<file path="src/design/uart_line_command_parser_macros.svh">
// ---------------------------------------------------------------------------
// uart_line_command_parser_macros.svh
// Assertion macros shared by the line command parser RTL.
// ---------------------------------------------------------------------------
`ifndef UART_LINE_COMMAND_PARSER_MACROS_SVH
`define UART_LINE_COMMAND_PARSER_MACROS_SVH

`ifndef ASSERT_OFF
// Check a property on every rising edge of clk, quiet while arst_n is low.
`define ULCP_ASSERT(label, prop, msg) \
	label: assert property (@(posedge clk) disable iff (!arst_n) (prop)) else $error(msg);
// Check that a condition never holds.
`define ULCP_NEVER(label, cond, msg) \
	label: assert property (@(posedge clk) disable iff (!arst_n) !(cond)) else $error(msg);
`else
`define ULCP_ASSERT(label, prop, msg)
`define ULCP_NEVER(label, cond, msg)
`endif

`endif

</file>
<file path="src/design/ulcp_pkg.sv">
// ---------------------------------------------------------------------------
// ulcp_pkg
// Sizes, codes, keyword strings and shared types of the line command parser.
// ---------------------------------------------------------------------------
package ulcp_pkg;

	localparam int LINE_BYTES   = 128;
	localparam int NAME_CHARS   = 16;
	localparam int EXT_CHARS    = 7;
	localparam int DEVICE_CHARS = 31;
	localparam int FREQ_CHARS   = 7;

	localparam int ADDR_W = $clog2(LINE_BYTES);
	localparam logic [ADDR_W-1:0] FILL_MAX = ADDR_W'(LINE_BYTES - 1);

	localparam int NUM_PFX  = 5;
	localparam int NUM_WORD = 5;

	// prefix indexes, in match priority order
	localparam int PFX_SONG = 0;
	localparam int PFX_CONN = 1;
	localparam int PFX_DISC = 2;
	localparam int PFX_FREQ = 3;
	localparam int PFX_MODE = 4;

	// mode word indexes
	localparam int WORD_USB  = 0;
	localparam int WORD_BT   = 1;
	localparam int WORD_FM   = 2;
	localparam int WORD_LINE = 3;
	localparam int WORD_AUX  = 4;

	localparam logic [2:0] KIND_SONG = 3'd0;
	localparam logic [2:0] KIND_CONN = 3'd1;
	localparam logic [2:0] KIND_DISC = 3'd2;
	localparam logic [2:0] KIND_FREQ = 3'd3;
	localparam logic [2:0] KIND_MODE = 3'd4;

	localparam logic [2:0] PART_NAME   = 3'd0;
	localparam logic [2:0] PART_EXT    = 3'd1;
	localparam logic [2:0] PART_DEVICE = 3'd2;
	localparam logic [2:0] PART_FREQ   = 3'd3;
	localparam logic [2:0] PART_NONE   = 3'd4;

	localparam logic [2:0] SRC_USB     = 3'd0;
	localparam logic [2:0] SRC_BT      = 3'd1;
	localparam logic [2:0] SRC_FM      = 3'd2;
	localparam logic [2:0] SRC_AUX     = 3'd3;
	localparam logic [2:0] SRC_UNKNOWN = 3'd4;

	localparam logic [7:0] CH_NUL = 8'h00;
	localparam logic [7:0] CH_LF  = 8'h0A;
	localparam logic [7:0] CH_CR  = 8'h0D;
	localparam logic [7:0] CH_DOT = 8'h2E;
	localparam logic [7:0] CH_LC_A = 8'h61;
	localparam logic [7:0] CH_LC_Z = 8'h7A;
	localparam logic [7:0] CASE_BIT = 8'h20;

	// keywords, left aligned and padded with zeros
	localparam logic [71:0] STR_SONG = {"SONG:", 32'h0};
	localparam logic [71:0] STR_CONN = {"BT_CONN:", 8'h0};
	localparam logic [71:0] STR_DISC = {"BT_", "DISCON"};
	localparam logic [71:0] STR_FREQ = {"FM_FREQ:", 8'h0};
	localparam logic [71:0] STR_MODE = {"MODE:", 32'h0};

	localparam logic [31:0] STR_USB  = {"USB", 8'h0};
	localparam logic [31:0] STR_BT   = {"BT", 16'h0};
	localparam logic [31:0] STR_FM   = {"FM", 16'h0};
	localparam logic [31:0] STR_LINE = "LINE";
	localparam logic [31:0] STR_AUX  = {"AUX", 8'h0};

	// offset of the text after the mode prefix
	localparam logic [3:0] MODE_TEXT = 4'd5;

	typedef struct packed {
		logic clr;
		logic step;
	} scan_ctl_t;

	typedef struct packed {
		logic [NUM_PFX-1:0]  pfx_ok;
		logic [NUM_WORD-1:0] word_ok;
		logic                dot_seen;
		logic [ADDR_W-1:0]   dot_pos;
	} scan_res_t;

	function automatic logic [3:0] pfx_len(input int p);
		logic [3:0] n;
		case (p)
			PFX_SONG: n = 4'd5;
			PFX_CONN: n = 4'd8;
			PFX_DISC: n = 4'd9;
			PFX_FREQ: n = 4'd8;
			default:  n = 4'd5;
		endcase
		return n;
	endfunction

	function automatic logic [7:0] pfx_char(input int p, input logic [3:0] i);
		logic [71:0] s;
		logic [71:0] t;
		case (p)
			PFX_SONG: s = STR_SONG;
			PFX_CONN: s = STR_CONN;
			PFX_DISC: s = STR_DISC;
			PFX_FREQ: s = STR_FREQ;
			default:  s = STR_MODE;
		endcase
		t = s << {i, 3'b000};
		return t[71:64];
	endfunction

	function automatic logic [2:0] word_len(input int w);
		logic [2:0] n;
		case (w)
			WORD_USB:  n = 3'd3;
			WORD_BT:   n = 3'd2;
			WORD_FM:   n = 3'd2;
			WORD_LINE: n = 3'd4;
			default:   n = 3'd3;
		endcase
		return n;
	endfunction

	function automatic logic [7:0] word_char(input int w, input logic [1:0] j);
		logic [31:0] s;
		logic [31:0] t;
		case (w)
			WORD_USB:  s = STR_USB;
			WORD_BT:   s = STR_BT;
			WORD_FM:   s = STR_FM;
			WORD_LINE: s = STR_LINE;
			default:   s = STR_AUX;
		endcase
		t = s << {j, 3'b000};
		return t[31:24];
	endfunction

endpackage

</file>
<file path="src/design/uart_line_command_parser.sv">
// ---------------------------------------------------------------------------
// uart_line_command_parser
// Line buffer and command parser for bytes received from a serial link.
// ---------------------------------------------------------------------------
// Usage:
//   Slave channel s_*: one received byte per transaction in s_tdata[7:0].
//   Ordinary bytes are written to the line store; once LINE_BYTES-1 bytes
//   are held, further ordinary bytes are dropped.
//   CR or LF ends a non-empty line; an empty line is ignored.
//   At line end the block walks the store through the byte compare unit,
//   each stored byte taking a RAM read and then a compare, up to the first
//   zero byte or the end of the line, and then picks the command and sets up
//   the text segments. It then emits the run on the master channel m_*: each
//   text character takes a RAM read and then a load of the output register,
//   and a marker result a single load, with m_tlast on the final result of
//   the run. s_tready stays low from the line end until the last result is
//   loaded.
//   The output register parts the two sides: a stalled receiver holds the
//   current result, and the sequencer waits until the slot is free.
//   Lines that match no command leave the channel untouched.
//   Reset (arst_n low) empties the line and the output register; the store
//   itself is not cleared, as only bytes of the current line are read.
// ---------------------------------------------------------------------------
`include "uart_line_command_parser_macros.svh"

module uart_line_command_parser (
	input  logic        clk,
	input  logic        arst_n,
	// received byte stream
	input  logic        s_tvalid,
	output logic        s_tready,
	input  logic [7:0]  s_tdata,   // [7:0] rx_byte
	// parsed result stream
	output logic        m_tvalid,
	input  logic        m_tready,
	output logic [15:0] m_tdata,   // [7:0] text_char, [10:8] input_source, [15:11] zero
	output logic [6:0]  m_tuser,   // [2:0] event_kind, [5:3] text_part, [6] char_valid
	output logic        m_tlast    // last
);
	import ulcp_pkg::*;

	localparam logic [2:0] S_IDLE     = 3'd0;
	localparam logic [2:0] S_SCAN_RD  = 3'd1;
	localparam logic [2:0] S_SCAN_CMP = 3'd2;
	localparam logic [2:0] S_SETUP    = 3'd3;
	localparam logic [2:0] S_EMIT_RD  = 3'd4;
	localparam logic [2:0] S_EMIT_OUT = 3'd5;
	localparam logic [2:0] S_MARK     = 3'd6;

	// Cut a span to a character limit.
	function automatic logic [ADDR_W-1:0] clip(input logic [ADDR_W-1:0] span,
			input int limit);
		logic [ADDR_W-1:0] r;
		if (int'(span) > limit) begin
			r = ADDR_W'(limit);
		end else begin
			r = span;
		end
		return r;
	endfunction

	// sequencer state
	logic [2:0]        state_q;
	logic [ADDR_W-1:0] fill_q;
	logic [ADDR_W-1:0] ptr_q;
	logic [ADDR_W-1:0] len_q;
	logic [ADDR_W-1:0] cnt_q;
	logic [2:0]        kind_q;
	logic [2:0]        part_q;
	logic [2:0]        src_q;
	logic              upper_q;
	logic              has_b_q;
	logic [ADDR_W-1:0] ptr_b_q;
	logic [ADDR_W-1:0] cnt_b_q;

	// output register
	logic       m_tvalid_q;
	logic [2:0] out_kind_q;
	logic [2:0] out_part_q;
	logic       out_cv_q;
	logic [7:0] out_char_q;
	logic [2:0] out_src_q;
	logic       out_last_q;

	logic       in_acc;
	logic       is_eol;
	logic       ram_we;
	logic [7:0] ram_rdata;
	logic       out_free;
	logic       load_out;
	logic [7:0] emit_char;

	scan_ctl_t scan_ctl;
	scan_res_t scan_res;

	// setup decisions
	logic [NUM_PFX-1:0] hit;
	logic [ADDR_W-1:0]  song_end;
	logic [ADDR_W-1:0]  song_ext;
	logic [ADDR_W-1:0]  txt_len;
	logic [2:0]         su_kind;
	logic [2:0]         su_part;
	logic [2:0]         su_src;
	logic               su_any;
	logic               su_mark;
	logic [ADDR_W-1:0]  su_ptr_a;
	logic [ADDR_W-1:0]  su_cnt_a;
	logic [ADDR_W-1:0]  su_ptr_b;
	logic [ADDR_W-1:0]  su_cnt_b;

	assign in_acc   = s_tvalid && s_tready;
	assign is_eol   = (s_tdata == CH_LF) || (s_tdata == CH_CR);
	assign ram_we   = in_acc && !is_eol && (fill_q != FILL_MAX);
	assign s_tready = (state_q == S_IDLE);

	assign out_free = !m_tvalid_q || m_tready;
	assign load_out = ((state_q == S_EMIT_OUT) || (state_q == S_MARK)) && out_free;

	// upper-case the extension on the way out
	assign emit_char = (upper_q && ram_rdata >= CH_LC_A && ram_rdata <= CH_LC_Z)
		? (ram_rdata & ~CASE_BIT) : ram_rdata;

	assign scan_ctl.clr  = in_acc && is_eol && (fill_q != '0);
	assign scan_ctl.step = (state_q == S_SCAN_CMP) && (ram_rdata != CH_NUL);

	ulcp_ram #(
		.WIDTH(8),
		.DEPTH(LINE_BYTES)
	) u_line_ram (
		.clk   (clk),
		.we    (ram_we),
		.waddr (fill_q),
		.wdata (s_tdata),
		.raddr (ptr_q),
		.rdata (ram_rdata)
	);

	ulcp_scan u_scan (
		.clk    (clk),
		.arst_n (arst_n),
		.ctl    (scan_ctl),
		.idx    (ptr_q),
		.data   (ram_rdata),
		.res    (scan_res)
	);

	// Pick the command and its text segments once the walk has ended.
	always_comb begin
		for (int p = 0; p < NUM_PFX; p++) begin
			hit[p] = scan_res.pfx_ok[p] && (len_q >= ADDR_W'(pfx_len(p)));
		end
		song_end = scan_res.dot_seen ? scan_res.dot_pos : len_q;
		song_ext = scan_res.dot_seen ? (scan_res.dot_pos + 1'b1) : len_q;
		txt_len  = len_q - ADDR_W'(MODE_TEXT);

		su_kind  = KIND_SONG;
		su_part  = PART_NAME;
		su_src   = SRC_UNKNOWN;
		su_any   = 1'b1;
		su_mark  = 1'b0;
		su_ptr_a = ADDR_W'(pfx_len(PFX_SONG));
		su_cnt_a = '0;
		su_ptr_b = '0;
		su_cnt_b = '0;

		if (hit[PFX_SONG]) begin
			su_cnt_a = clip(song_end - ADDR_W'(pfx_len(PFX_SONG)), NAME_CHARS);
			su_ptr_b = song_ext;
			su_cnt_b = clip(len_q - song_ext, EXT_CHARS);
			su_mark  = (su_cnt_a == '0) && (su_cnt_b == '0);
		end else if (hit[PFX_CONN]) begin
			su_kind  = KIND_CONN;
			su_part  = PART_DEVICE;
			su_ptr_a = ADDR_W'(pfx_len(PFX_CONN));
			su_cnt_a = clip(len_q - ADDR_W'(pfx_len(PFX_CONN)), DEVICE_CHARS);
			su_mark  = (su_cnt_a == '0);
		end else if (hit[PFX_DISC]) begin
			su_kind = KIND_DISC;
			su_part = PART_NONE;
			su_mark = 1'b1;
		end else if (hit[PFX_FREQ]) begin
			su_kind  = KIND_FREQ;
			su_part  = PART_FREQ;
			su_ptr_a = ADDR_W'(pfx_len(PFX_FREQ));
			su_cnt_a = clip(len_q - ADDR_W'(pfx_len(PFX_FREQ)), FREQ_CHARS);
			su_mark  = (su_cnt_a == '0);
		end else if (hit[PFX_MODE]) begin
			su_kind = KIND_MODE;
			su_part = PART_NONE;
			su_mark = 1'b1;
			if (scan_res.word_ok[WORD_USB] && txt_len == ADDR_W'(word_len(WORD_USB))) begin
				su_src = SRC_USB;
			end else if (scan_res.word_ok[WORD_BT]
					&& txt_len == ADDR_W'(word_len(WORD_BT))) begin
				su_src = SRC_BT;
			end else if (scan_res.word_ok[WORD_FM]
					&& txt_len == ADDR_W'(word_len(WORD_FM))) begin
				su_src = SRC_FM;
			end else if ((scan_res.word_ok[WORD_LINE]
					&& txt_len == ADDR_W'(word_len(WORD_LINE)))
					|| (scan_res.word_ok[WORD_AUX]
					&& txt_len == ADDR_W'(word_len(WORD_AUX)))) begin
				su_src = SRC_AUX;
			end
		end else begin
			su_any = 1'b0;
		end
	end

	// Sequencer: fill, walk, set up, emit.
	always_ff @(posedge clk or negedge arst_n) begin
		if (!arst_n) begin
			state_q <= S_IDLE;
			fill_q  <= '0;
			ptr_q   <= '0;
			len_q   <= '0;
			cnt_q   <= '0;
			kind_q  <= KIND_SONG;
			part_q  <= PART_NAME;
			src_q   <= SRC_UNKNOWN;
			upper_q <= 1'b0;
			has_b_q <= 1'b0;
			ptr_b_q <= '0;
			cnt_b_q <= '0;
		end else begin
			case (state_q)
				S_IDLE: begin
					if (in_acc) begin
						if (is_eol) begin
							if (fill_q != '0) begin
								ptr_q   <= '0;
								state_q <= S_SCAN_RD;
							end
						end else if (fill_q != FILL_MAX) begin
							fill_q <= fill_q + 1'b1;
						end
					end
				end
				S_SCAN_RD: begin
					// whole line walked: length is the fill
					if (ptr_q == fill_q) begin
						len_q   <= ptr_q;
						state_q <= S_SETUP;
					end else begin
						state_q <= S_SCAN_CMP;
					end
				end
				S_SCAN_CMP: begin
					// a zero byte ends the text
					if (ram_rdata == CH_NUL) begin
						len_q   <= ptr_q;
						state_q <= S_SETUP;
					end else begin
						ptr_q   <= ptr_q + 1'b1;
						state_q <= S_SCAN_RD;
					end
				end
				S_SETUP: begin
					fill_q  <= '0;
					kind_q  <= su_kind;
					part_q  <= su_part;
					src_q   <= su_src;
					ptr_b_q <= su_ptr_b;
					cnt_b_q <= su_cnt_b;
					if (!su_any) begin
						state_q <= S_IDLE;
					end else if (su_mark) begin
						state_q <= S_MARK;
					end else if (su_cnt_a == '0) begin
						// empty song name: go straight to the extension
						ptr_q   <= su_ptr_b;
						cnt_q   <= su_cnt_b;
						part_q  <= PART_EXT;
						upper_q <= 1'b1;
						has_b_q <= 1'b0;
						state_q <= S_EMIT_RD;
					end else begin
						ptr_q   <= su_ptr_a;
						cnt_q   <= su_cnt_a;
						upper_q <= 1'b0;
						has_b_q <= (su_kind == KIND_SONG) && (su_cnt_b != '0);
						state_q <= S_EMIT_RD;
					end
				end
				S_EMIT_RD: begin
					state_q <= S_EMIT_OUT;
				end
				S_EMIT_OUT: begin
					if (out_free) begin
						if (cnt_q == ADDR_W'(1)) begin
							if (has_b_q) begin
								ptr_q   <= ptr_b_q;
								cnt_q   <= cnt_b_q;
								part_q  <= PART_EXT;
								upper_q <= 1'b1;
								has_b_q <= 1'b0;
								state_q <= S_EMIT_RD;
							end else begin
								state_q <= S_IDLE;
							end
						end else begin
							ptr_q   <= ptr_q + 1'b1;
							cnt_q   <= cnt_q - 1'b1;
							state_q <= S_EMIT_RD;
						end
					end
				end
				S_MARK: begin
					if (out_free) begin
						state_q <= S_IDLE;
					end
				end
				default: begin
					state_q <= S_IDLE;
				end
			endcase
		end
	end

	// Output register: load a result, hold it while the receiver stalls.
	always_ff @(posedge clk or negedge arst_n) begin
		if (!arst_n) begin
			m_tvalid_q <= 1'b0;
		end else if (load_out) begin
			m_tvalid_q <= 1'b1;
		end else if (m_tready) begin
			m_tvalid_q <= 1'b0;
		end
	end

	always_ff @(posedge clk) begin
		if (load_out) begin
			out_kind_q <= kind_q;
			out_part_q <= part_q;
			out_src_q  <= src_q;
			if (state_q == S_MARK) begin
				out_cv_q   <= 1'b0;
				out_char_q <= CH_NUL;
				out_last_q <= 1'b1;
			end else begin
				out_cv_q   <= 1'b1;
				out_char_q <= emit_char;
				out_last_q <= (cnt_q == ADDR_W'(1)) && !has_b_q;
			end
		end
	end

	assign m_tvalid = m_tvalid_q;
	assign m_tdata  = {5'b0, out_src_q, out_char_q};
	assign m_tuser  = {out_cv_q, out_part_q, out_kind_q};
	assign m_tlast  = out_last_q;

	// A stored byte grows the fill by exactly one.
	`ULCP_ASSERT(a_fill_step, (in_acc && !is_eol && fill_q != FILL_MAX) |=> (fill_q == $past(fill_q) + 1'b1), "fill count did not advance on a stored byte")
	// The walk never passes the end of the stored line.
	`ULCP_ASSERT(a_scan_bound, (state_q == S_SCAN_RD || state_q == S_SCAN_CMP) |-> (ptr_q <= fill_q), "scan pointer beyond the stored line")
	// Emission reads only bytes of the text.
	`ULCP_ASSERT(a_emit_bound, (state_q == S_EMIT_RD || state_q == S_EMIT_OUT) |-> (ptr_q < len_q), "emit pointer beyond the line text")
	// A text segment in flight always has characters left.
	`ULCP_NEVER(a_emit_count, (state_q == S_EMIT_RD || state_q == S_EMIT_OUT) && cnt_q == '0, "emitting with an empty segment")

endmodule

</file>
<file path="src/design/ulcp_ram.sv">
// ---------------------------------------------------------------------------
// ulcp_ram
// Generic simple dual-port RAM: one write port, one registered read port.
// ---------------------------------------------------------------------------
module ulcp_ram #(
	parameter int WIDTH = 8,
	parameter int DEPTH = 128
) (
	input  logic                     clk,
	input  logic                     we,
	input  logic [$clog2(DEPTH)-1:0] waddr,
	input  logic [WIDTH-1:0]         wdata,
	input  logic [$clog2(DEPTH)-1:0] raddr,
	output logic [WIDTH-1:0]         rdata
);

	logic [WIDTH-1:0] mem [DEPTH];

	always_ff @(posedge clk) begin
		if (we) begin
			mem[waddr] <= wdata;
		end
		rdata <= mem[raddr];
	end

endmodule

</file>
<file path="src/design/ulcp_scan.sv">
// ---------------------------------------------------------------------------
// ulcp_scan
// Byte compare unit: folds one stored byte a step into the prefix, mode word
// and last-dot trackers.
// ---------------------------------------------------------------------------
module ulcp_scan (
	input  logic                          clk,
	input  logic                          arst_n,
	input  ulcp_pkg::scan_ctl_t           ctl,
	input  logic [ulcp_pkg::ADDR_W-1:0]   idx,
	input  logic [7:0]                    data,
	output ulcp_pkg::scan_res_t           res
);
	import ulcp_pkg::*;

	logic [NUM_PFX-1:0]  pfx_ok_q;
	logic [NUM_WORD-1:0] word_ok_q;
	logic                dot_seen_q;
	logic [ADDR_W-1:0]   dot_pos_q;

	logic [NUM_PFX-1:0]  pfx_miss;
	logic [NUM_WORD-1:0] word_miss;
	logic                in_text;
	logic [ADDR_W-1:0]   txt_idx;

	assign in_text = idx >= ADDR_W'(MODE_TEXT);
	assign txt_idx = idx - ADDR_W'(MODE_TEXT);

	always_comb begin
		for (int p = 0; p < NUM_PFX; p++) begin
			pfx_miss[p] = (idx < ADDR_W'(pfx_len(p))) && (data != pfx_char(p, idx[3:0]));
		end
		for (int w = 0; w < NUM_WORD; w++) begin
			word_miss[w] = in_text && (txt_idx < ADDR_W'(word_len(w)))
				&& (data != word_char(w, txt_idx[1:0]));
		end
	end

	always_ff @(posedge clk or negedge arst_n) begin
		if (!arst_n) begin
			pfx_ok_q   <= '0;
			word_ok_q  <= '0;
			dot_seen_q <= 1'b0;
			dot_pos_q  <= '0;
		end else if (ctl.clr) begin
			pfx_ok_q   <= '1;
			word_ok_q  <= '1;
			dot_seen_q <= 1'b0;
		end else if (ctl.step) begin
			pfx_ok_q  <= pfx_ok_q & ~pfx_miss;
			word_ok_q <= word_ok_q & ~word_miss;
			// keep the latest dot of the text
			if (in_text && data == CH_DOT) begin
				dot_seen_q <= 1'b1;
				dot_pos_q  <= idx;
			end
		end
	end

	assign res.pfx_ok   = pfx_ok_q;
	assign res.word_ok  = word_ok_q;
	assign res.dot_seen = dot_seen_q;
	assign res.dot_pos  = dot_pos_q;

endmodule
</file>
<file path="config.mk">
export PLATFORM = sky130hd
export DESIGN_NAME = uart_line_command_parser
export DESIGN_NICKNAME = d
export VERILOG_FILES = /design/src/design/ulcp_pkg.sv /design/src/design/uart_line_command_parser.sv /design/src/design/ulcp_ram.sv /design/src/design/ulcp_scan.sv
export VERILOG_INCLUDE_DIRS = /design/src /design/src/design
export SDC_FILE = /design/constraint.sdc
export NUM_CORES = 1
export LEC_CHECK = 0
export ABC_CLOCK_PERIOD_IN_PS = 4100
export BUFFER_PORTS_ARGS = -buffer_cell sky130_fd_sc_hd__buf_2
export CAP_MARGIN = 20
export CELL_PAD_IN_SITES_DETAIL_PLACEMENT = 2
export CELL_PAD_IN_SITES_GLOBAL_PLACEMENT = 2
export CORE_UTILIZATION = 40
export CTS_CLUSTER_DIAMETER = 80
export DETAILED_ROUTE_END_ITERATION = 10
export PLACE_DENSITY = 0.79
export REMOVE_ABC_BUFFERS = 1
export SLEW_MARGIN = 20
export SYNTH_ARGS = -nofsm -noshare
export SYNTH_HDL_FRONTEND = slang
export SYNTH_HIERARCHICAL = 1
export SYNTH_SLANG_ARGS = --single-unit
</file>
<file path="constraint.sdc">
create_clock -name clk -period 4.1 [get_ports clk]
set_input_delay 0.205 -clock clk [delete_from_list [all_inputs] [get_ports clk]]
set_output_delay 0.205 -clock clk [all_outputs]
set_load 0.03 [all_outputs]
</file>
==> reports/qor.csv, run 1 <==
metric;value;unit
status;finished, violations left;
failing checks;setup timing;
GRT Total Usage;26.7;%
Post-Syn Area per Cell;18.9;sq um
Port Buf Inserts;32;
Switch Pwr;10.6;mW
switch share;31.5;%
vias per cell;6.29;
Largest register FFs;1024;
Clk pwr share;32.8;%
CP dominant cell by count;nand3_1;
clk buf depth;3;
Buf+Inv Stages, Crit Path;1;
layout cells sized above 1;26.7;%
Placed Instances;4000;
Post-DP HPWL;98.0;mm
Core Rows;125;
largest net degree at the start of global routing;85;
synth warn;6;
Layout Cells excl Fill;4225;
Synth Instances;2485;
Slew Limit Fails;0;
worst vdd ir;0.398;mV
clock slew at reported path FFs;0.07;ns
worst skew pair latency;0.73;ns
clock root buffer;clkbuf_16;
starting DRC count in detailed routing;3094;
H-tree lvl count;3;
Worst Path Max Fanout;14;
cell area after synthesis;46900;sq um
nets@finish;2643;
initial antenna violation count;6;
Worst Setup Start Kind;register;
total gr overflow;0;
die width;345;microns
fmax;237;MHz
CP Data Arrival Time;4.55;ns
CP top delay family;simple AND/OR/NAND/NOR gates;
register area share after synthesis;71.1;%
Routability Congestion;0.872;
pwr dens;632;nW/um^2
WP data required;4.42;ns
CTS Sinks;1126;
Hold Fails Final Rpt;0;
CTS tree;yes;
DR WL/cell;37.2;microns
Final Setup Violations;31;
Worst Setup End Kind;register;
RSZ-0062 raised after global routing;yes;
die area;119000;sq um
Fin Hold WS;0.0955;ns
setup slack after layout;-0.125;ns
Post-synth top flop;edfxtp_1;
Via Count;26600;
Final Instance Area;53300;sq um
Detail Route Antenna Nets;0;
Synth cell types;93;
Int Pwr;23.1;mW
Slew headroom;19.4;%
vias in the first global route;28400;
maxcap violations;0;
Placed Instance Area;49300;sq um
Initial Util;40.4;%
area of the multi-input gates;12800;sq um
register name with the most flops;u_line_ram/mem;
cells along the critical path;ha_1, nand3_1, nor2_1, nand2_1, nand3_1, a31oi_1, nor2b_1, nand3_1, buf_4, nor2_1;
Num CTS Buffers;117;
global-route wire length before repair;223;mm
Critical Path Max Stage Delay;0.81;ns
Routed WL;157;mm
area occupied by registers;33400;sq um
number of synthesized flops with an enable pin;1043;
core area;116000;sq um
Comb pwr share;27.2;%
Syn-to-layout area delta;13.7;%
final setup skew;0.0308;ns
fillcell total;10600;
biggest regs;u_line_ram/mem: 1024 flops, out_char_q: 8 flops, u_line_ram/rdata: 8 flops;
Async S/R FF share, synth;6.66;%
num ports;38;
slowest CP cell;nor2_1;
synthesis-stage register bit count;1126;
actual slew at the worst max-slew pin;1.21;ns
drt pass-1 iters;5;
critical path class;register to register;
Reg power frac;40.0;%
period utilisation layout;103;%
Pleak;16.9;nW
HP Class;primary input to async pin;
Residual DRC;0;
post-route minimum period;4.23;ns
Die H;345;microns
==> Yosys cell counts (all sizes together), types with 29 or more instances <==
cell,instances,area [sq um]
edfxtp,1043,31300
mux4,336,7570
nor2,198,746
buf,85,500
nand2,85,322
dfrtp,74,1850
o21ai,69,345
clkbuf,63,240
a21oi,47,235
nor3,40,210
nand3,35,175
xnor2,34,298
ha,29,363
inv,29,109
==> worst paths after layout <==
path / from / end / slack, ns / cells past startpoint
worst max-delay path: fill_q[1] / u_line_ram/mem[38][4] / -0.13 / 10
worst max register to register: fill_q[1] / u_line_ram/mem[38][4] / -0.13 / 10
worst min-delay path: arst_n / u_scan/word_ok_q[2] / 0.1 / 2
worst min register to register: kind_q[0] / out_kind_q[0] / 0.46 / 0
min in group clk: s_tdata[4] / u_line_ram/mem[114][4] / 0.17 / 2
max in group asynchronous: arst_n / ptr_q[4] / 2.97 / 3
==> per-stage QoR <==
stage	total power [mW]	TNS (ns)	setup slack (ns)	util, %
floorplan	18.7	-313.65	-8.90	-
global placement	22.0	0	0.167	42.4
detailed placement	22.6	-0.625	-0.163	42.4
CTS	33.8	0	0.00333	45.8
global route	34.6	-2.46	-0.0993	45.9
finish	33.7	-1.71	-0.125	45.9
==> cell usage in the layout (no fill, tap or decap), drive strengths merged, types with 47 or more instances in the layout <==
cell and n:
edfxtp 1043, mux4 336, nor2 198, buf 138, clkbuf 136, nand2 85
dfrtp 74, o21ai 69, clkinv 58, a21oi 47
==> cells by family after synthesis <==
group | synth area share [%]
adders and majority gates | 0.816
AOI/OAI and AO/OA | 3.47
xor gates and xnor gates | 1.04
other | 0.00799
and+or+nand+nor | 5.08
buffers and inverters | 1.83
muxes | 16.7
DFF | 71.1
==> metal layers <==
layer	part of all wire, %	track usage [%]
met1	39	34.2
met2	51	46.3
met3	6.3	3.88
met4	4.0	9.57
met5	0.0083	0
==> power by group through the flow <==
stage | sequential, mW | combinational (mW) | clock (mW)
2_1_floorplan | 14.1 | 4.63 | 0
3_3_place_gp | 13.6 | 8.40 | 0
3_5_place_dp | 13.7 | 8.88 | 0
4_1_cts | 13.5 | 9.08 | 11.2
5_1_grt | 13.5 | 9.54 | 11.6
6_report | 13.5 | 9.18 | 11.1
==> final cells by class <==
type / instances / area share (%)
sequential: 1126 / 62.6
multi-input combinational: 1185 / 24.1
clock buffer: 136 / 5.70
tap: 1524 / 3.57
timing repair buffer: 142 / 2.31
clock inverter: 82 / 1.59
inverter: 29 / 0.204
antenna: 1 / 0.00469
==> what timing repair did <==
| item | CTS | global route |
|---|---|---|
| hold buffers | 4 | 0 |
| setup endpoints to repair | 19 | 186 |
| pin swaps | 0 | 1 |
| hold endpoints to repair | 69 | 0 |
| buffers inserted | 0 | 1 |
| gates resized for setup | 4 | 22 |
No activity file was read; power rests on OpenSTA's default activity.
==> run 2: changes to the inputs <==
RECOVER_POWER = 25   (was unset)
==> run 2 against run 1 <==
The flow finishes with violations (capacitance limit, slew limit, setup timing). Design area fell by 0.11%. Combinational power barely moved. Sequential power barely moved. Critical path type unchanged. Critical endpoint unchanged.
==> reports/qor.csv, run 2 (synthesis gave the netlist of run 1 again) <==
metric;value;unit;change
CP Data Arrival Time;4.54;ns;about the same
commonest non-fill, non-tap cell in the layout;edfxtp_1;;
Largest register FFs;1024;;unchanged
Initial Util;40.4;%;unchanged
Final Power;33.7;mW;about the same
Worst Setup Start Kind;register;;
Reg2Reg Setup Slack;-0.12;ns;about the same
H-tree lvl count;3;;unchanged
Slew headroom;-174;%;-190 points
Final Setup Violations;31;;unchanged
pwr dens;633;nW/um^2;about the same
initial antenna violation count;7;;+1
RSZ-0062 raised after global routing;yes;;
num ports;38;;unchanged
hold endpoint;fill_q[0];;
drt pass-1 iters;5;;unchanged
hold path cells;5;;
total gr overflow;0;;unchanged
critical path class;register to register;;
fillcell total;10600;;+0.15%
maxcap violations;9;;+9
Fin Hold WS;0.328;ns;+0.233 ns
CTS tree;yes;;
setup slack after layout;-0.116;ns;+0.00876 ns
WP data required;4.42;ns;about the same
largest net degree at the start of global routing;85;;unchanged
die area;119000;sq um;unchanged
Worst Setup End Kind;register;;
nets@finish;2643;;unchanged
worst skew pair latency;0.73;ns;about the same
Buf+Inv Stages, Crit Path;1;;unchanged
CTS Sinks;1126;;unchanged
Detail Route Antenna Nets;0;;unchanged
slowest CP cell;nor2_1;;
Residual DRC;0;;unchanged
CP dominant cell by count;nand3_1;;
Syn-to-layout area delta;13.5;%;
dpl ws;-0.163;ns;unchanged
clk buf depth;3;;unchanged
Crit. path cell count;10;;unchanged
worst vdd ir;0.398;mV;about the same
fmax;237;MHz;+0.21%
layout cells sized above 1;26.1;%;-0.59 points
area of the multi-input gates;12800;sq um;unchanged
Routed WL;157;mm;about the same
Via Count;26500;;-0.36%
vias in the first global route;28400;;unchanged
vias per cell;6.27;;-0.36%
DR WL/cell;37.1;microns;about the same
Num CTS Buffers;117;;unchanged
register name with the most flops;u_line_ram/mem;;
status;finished, violations left;;
global-route wire length before repair;223;mm;unchanged
post-route minimum period;4.22;ns;-0.00876 ns
Critical Path Max Stage Delay;0.82;ns;about the same
CP top delay family;simple AND/OR/NAND/NOR gates;;
cells along the critical path;ha_1, nand3_1, nor2_1, nand2_1, nand3_1, a31oi_1, nor2b_1, nand3_1, buf_4, nor2_1;;
actual slew at the worst max-slew pin;4.11;ns;+2.90 ns
period utilisation layout;103;%;-0.21 points
r2r worst-path depth;10;;unchanged
Die H;345;microns;unchanged
Port Buf Inserts;32;;unchanged
Crit Reg-Reg Startpoint;fill_q[1];;
final setup skew;0.0328;ns;+0.00193 ns
Post-DP HPWL;98.0;mm;unchanged
worst reg2reg path endpoint;u_line_ram/mem[38][4];;
biggest regs;u_line_ram/mem: 1024 flops, out_char_q: 8 flops, u_line_ram/rdata: 8 flops;;
Worst Path Max Fanout;14;;unchanged
Routability Congestion;0.872;;unchanged
core area;116000;sq um;unchanged
most frequent cells in the layout;edfxtp_1 (1043), mux4_2 (336), nor2_1 (176);;
Hold Fails Final Rpt;0;;unchanged
GRT Total Usage;26.7;%;unchanged
Slew Limit Fails;498;;+498
failing checks;capacitance limit, slew limit, setup timing;;
Hold Crit Start;s_tvalid;;
clock slew at reported path FFs;0.07;ns;about the same
clock root buffer;clkbuf_16;;
Core Rows;125;;unchanged
Pleak;16.8;nW;-0.32%
area occupied by registers;33400;sq um;unchanged
HP Class;primary input to register;;
die width;345;microns;unchanged
starting DRC count in detailed routing;3081;;-0.42%
[run 2: cell types whose count changed in the layout (fill, tap and decap cells not counted), sizes merged]
cell    before  now
buf        138  122
clkbuf     136  152
[run 2: layout make-up]
cell class	instances	area share, %
Antenna cell	1	0.00470
Clock buffer	136	5.71
Clock inverter	82	1.59
Inverter	29	0.204
Multi-Input combinational cell	1185	24.1
Sequential cell	1126	62.6
Tap cell	1524	3.58
Timing Repair Buffer	142	2.20
[run 2: metrics by stage]
stage | instances | TNS, ns | util [%] | area (sq um)
finish | 4225 | -1.37 | 45.9 | 53300
global route | 4224 | -2.46 | 45.9 | 53300
CTS | 4222 | 0 | 45.8 | 53300
detailed placement | 4000 | -0.625 | 42.4 | 49300
global placement | 3999 | 0 | 42.4 | 49300
floorplan | 2340 | -313.65 | - | 46200
[run 2: worst reg2reg max path, cell delays in order, from the launching register on]
cell and delay, ns:
dfrtp_1 0.64, ha_1 0.38, nand3_1 0.13, nor2_1 0.10, nand2_1 0.08, nand3_1 0.14
a31oi_1 0.36, nor2b_1 0.53, nand3_1 0.29, buf_4 0.35, nor2_1 0.83
[run 2: worst max path at each step]
stage                         from                     to  slack (ns)
4_1_cts                  fill_q[1]  u_line_ram/mem[66][7]       0.003
3_3_place_gp   u_scan/dot_pos_q[0]               ptr_q[1]        0.17
6_report                 fill_q[1]  u_line_ram/mem[38][4]       -0.12
3_5_place_dp   u_scan/dot_pos_q[0]               ptr_q[0]       -0.16
2_1_floorplan             ptr_q[0]     u_scan/pfx_ok_q[1]       -8.90
5_1_grt                  fill_q[1]  u_line_ram/mem[38][4]        -0.1
[run 2: repair_timing]
action | in CTS | in global routing
gates resized for setup | 4 | 22
pin swaps | 0 | 1
hold endpoints to repair | 69 | 0
gates cloned | 0 | 0
setup endpoints to repair | 19 | 186
hold buffers | 4 | 0
buffers inserted | 0 | 1
[run 2: routing by layer]
layer | track usage [%] | share of wire (%)
met1 | 34.2 | 38
met3 | 3.88 | 6.6
met2 | 46.3 | 51
met4 | 9.57 | 4.1
met5 | 0 | 0.0083
[run 2: report_power, final]
group / switching, mW / total, mW / internal (mW)
registers: 0.576 / 13.5 / 12.9
logic: 5.25 / 9.15 / 3.91
clock network: 4.79 / 11.1 / 6.27
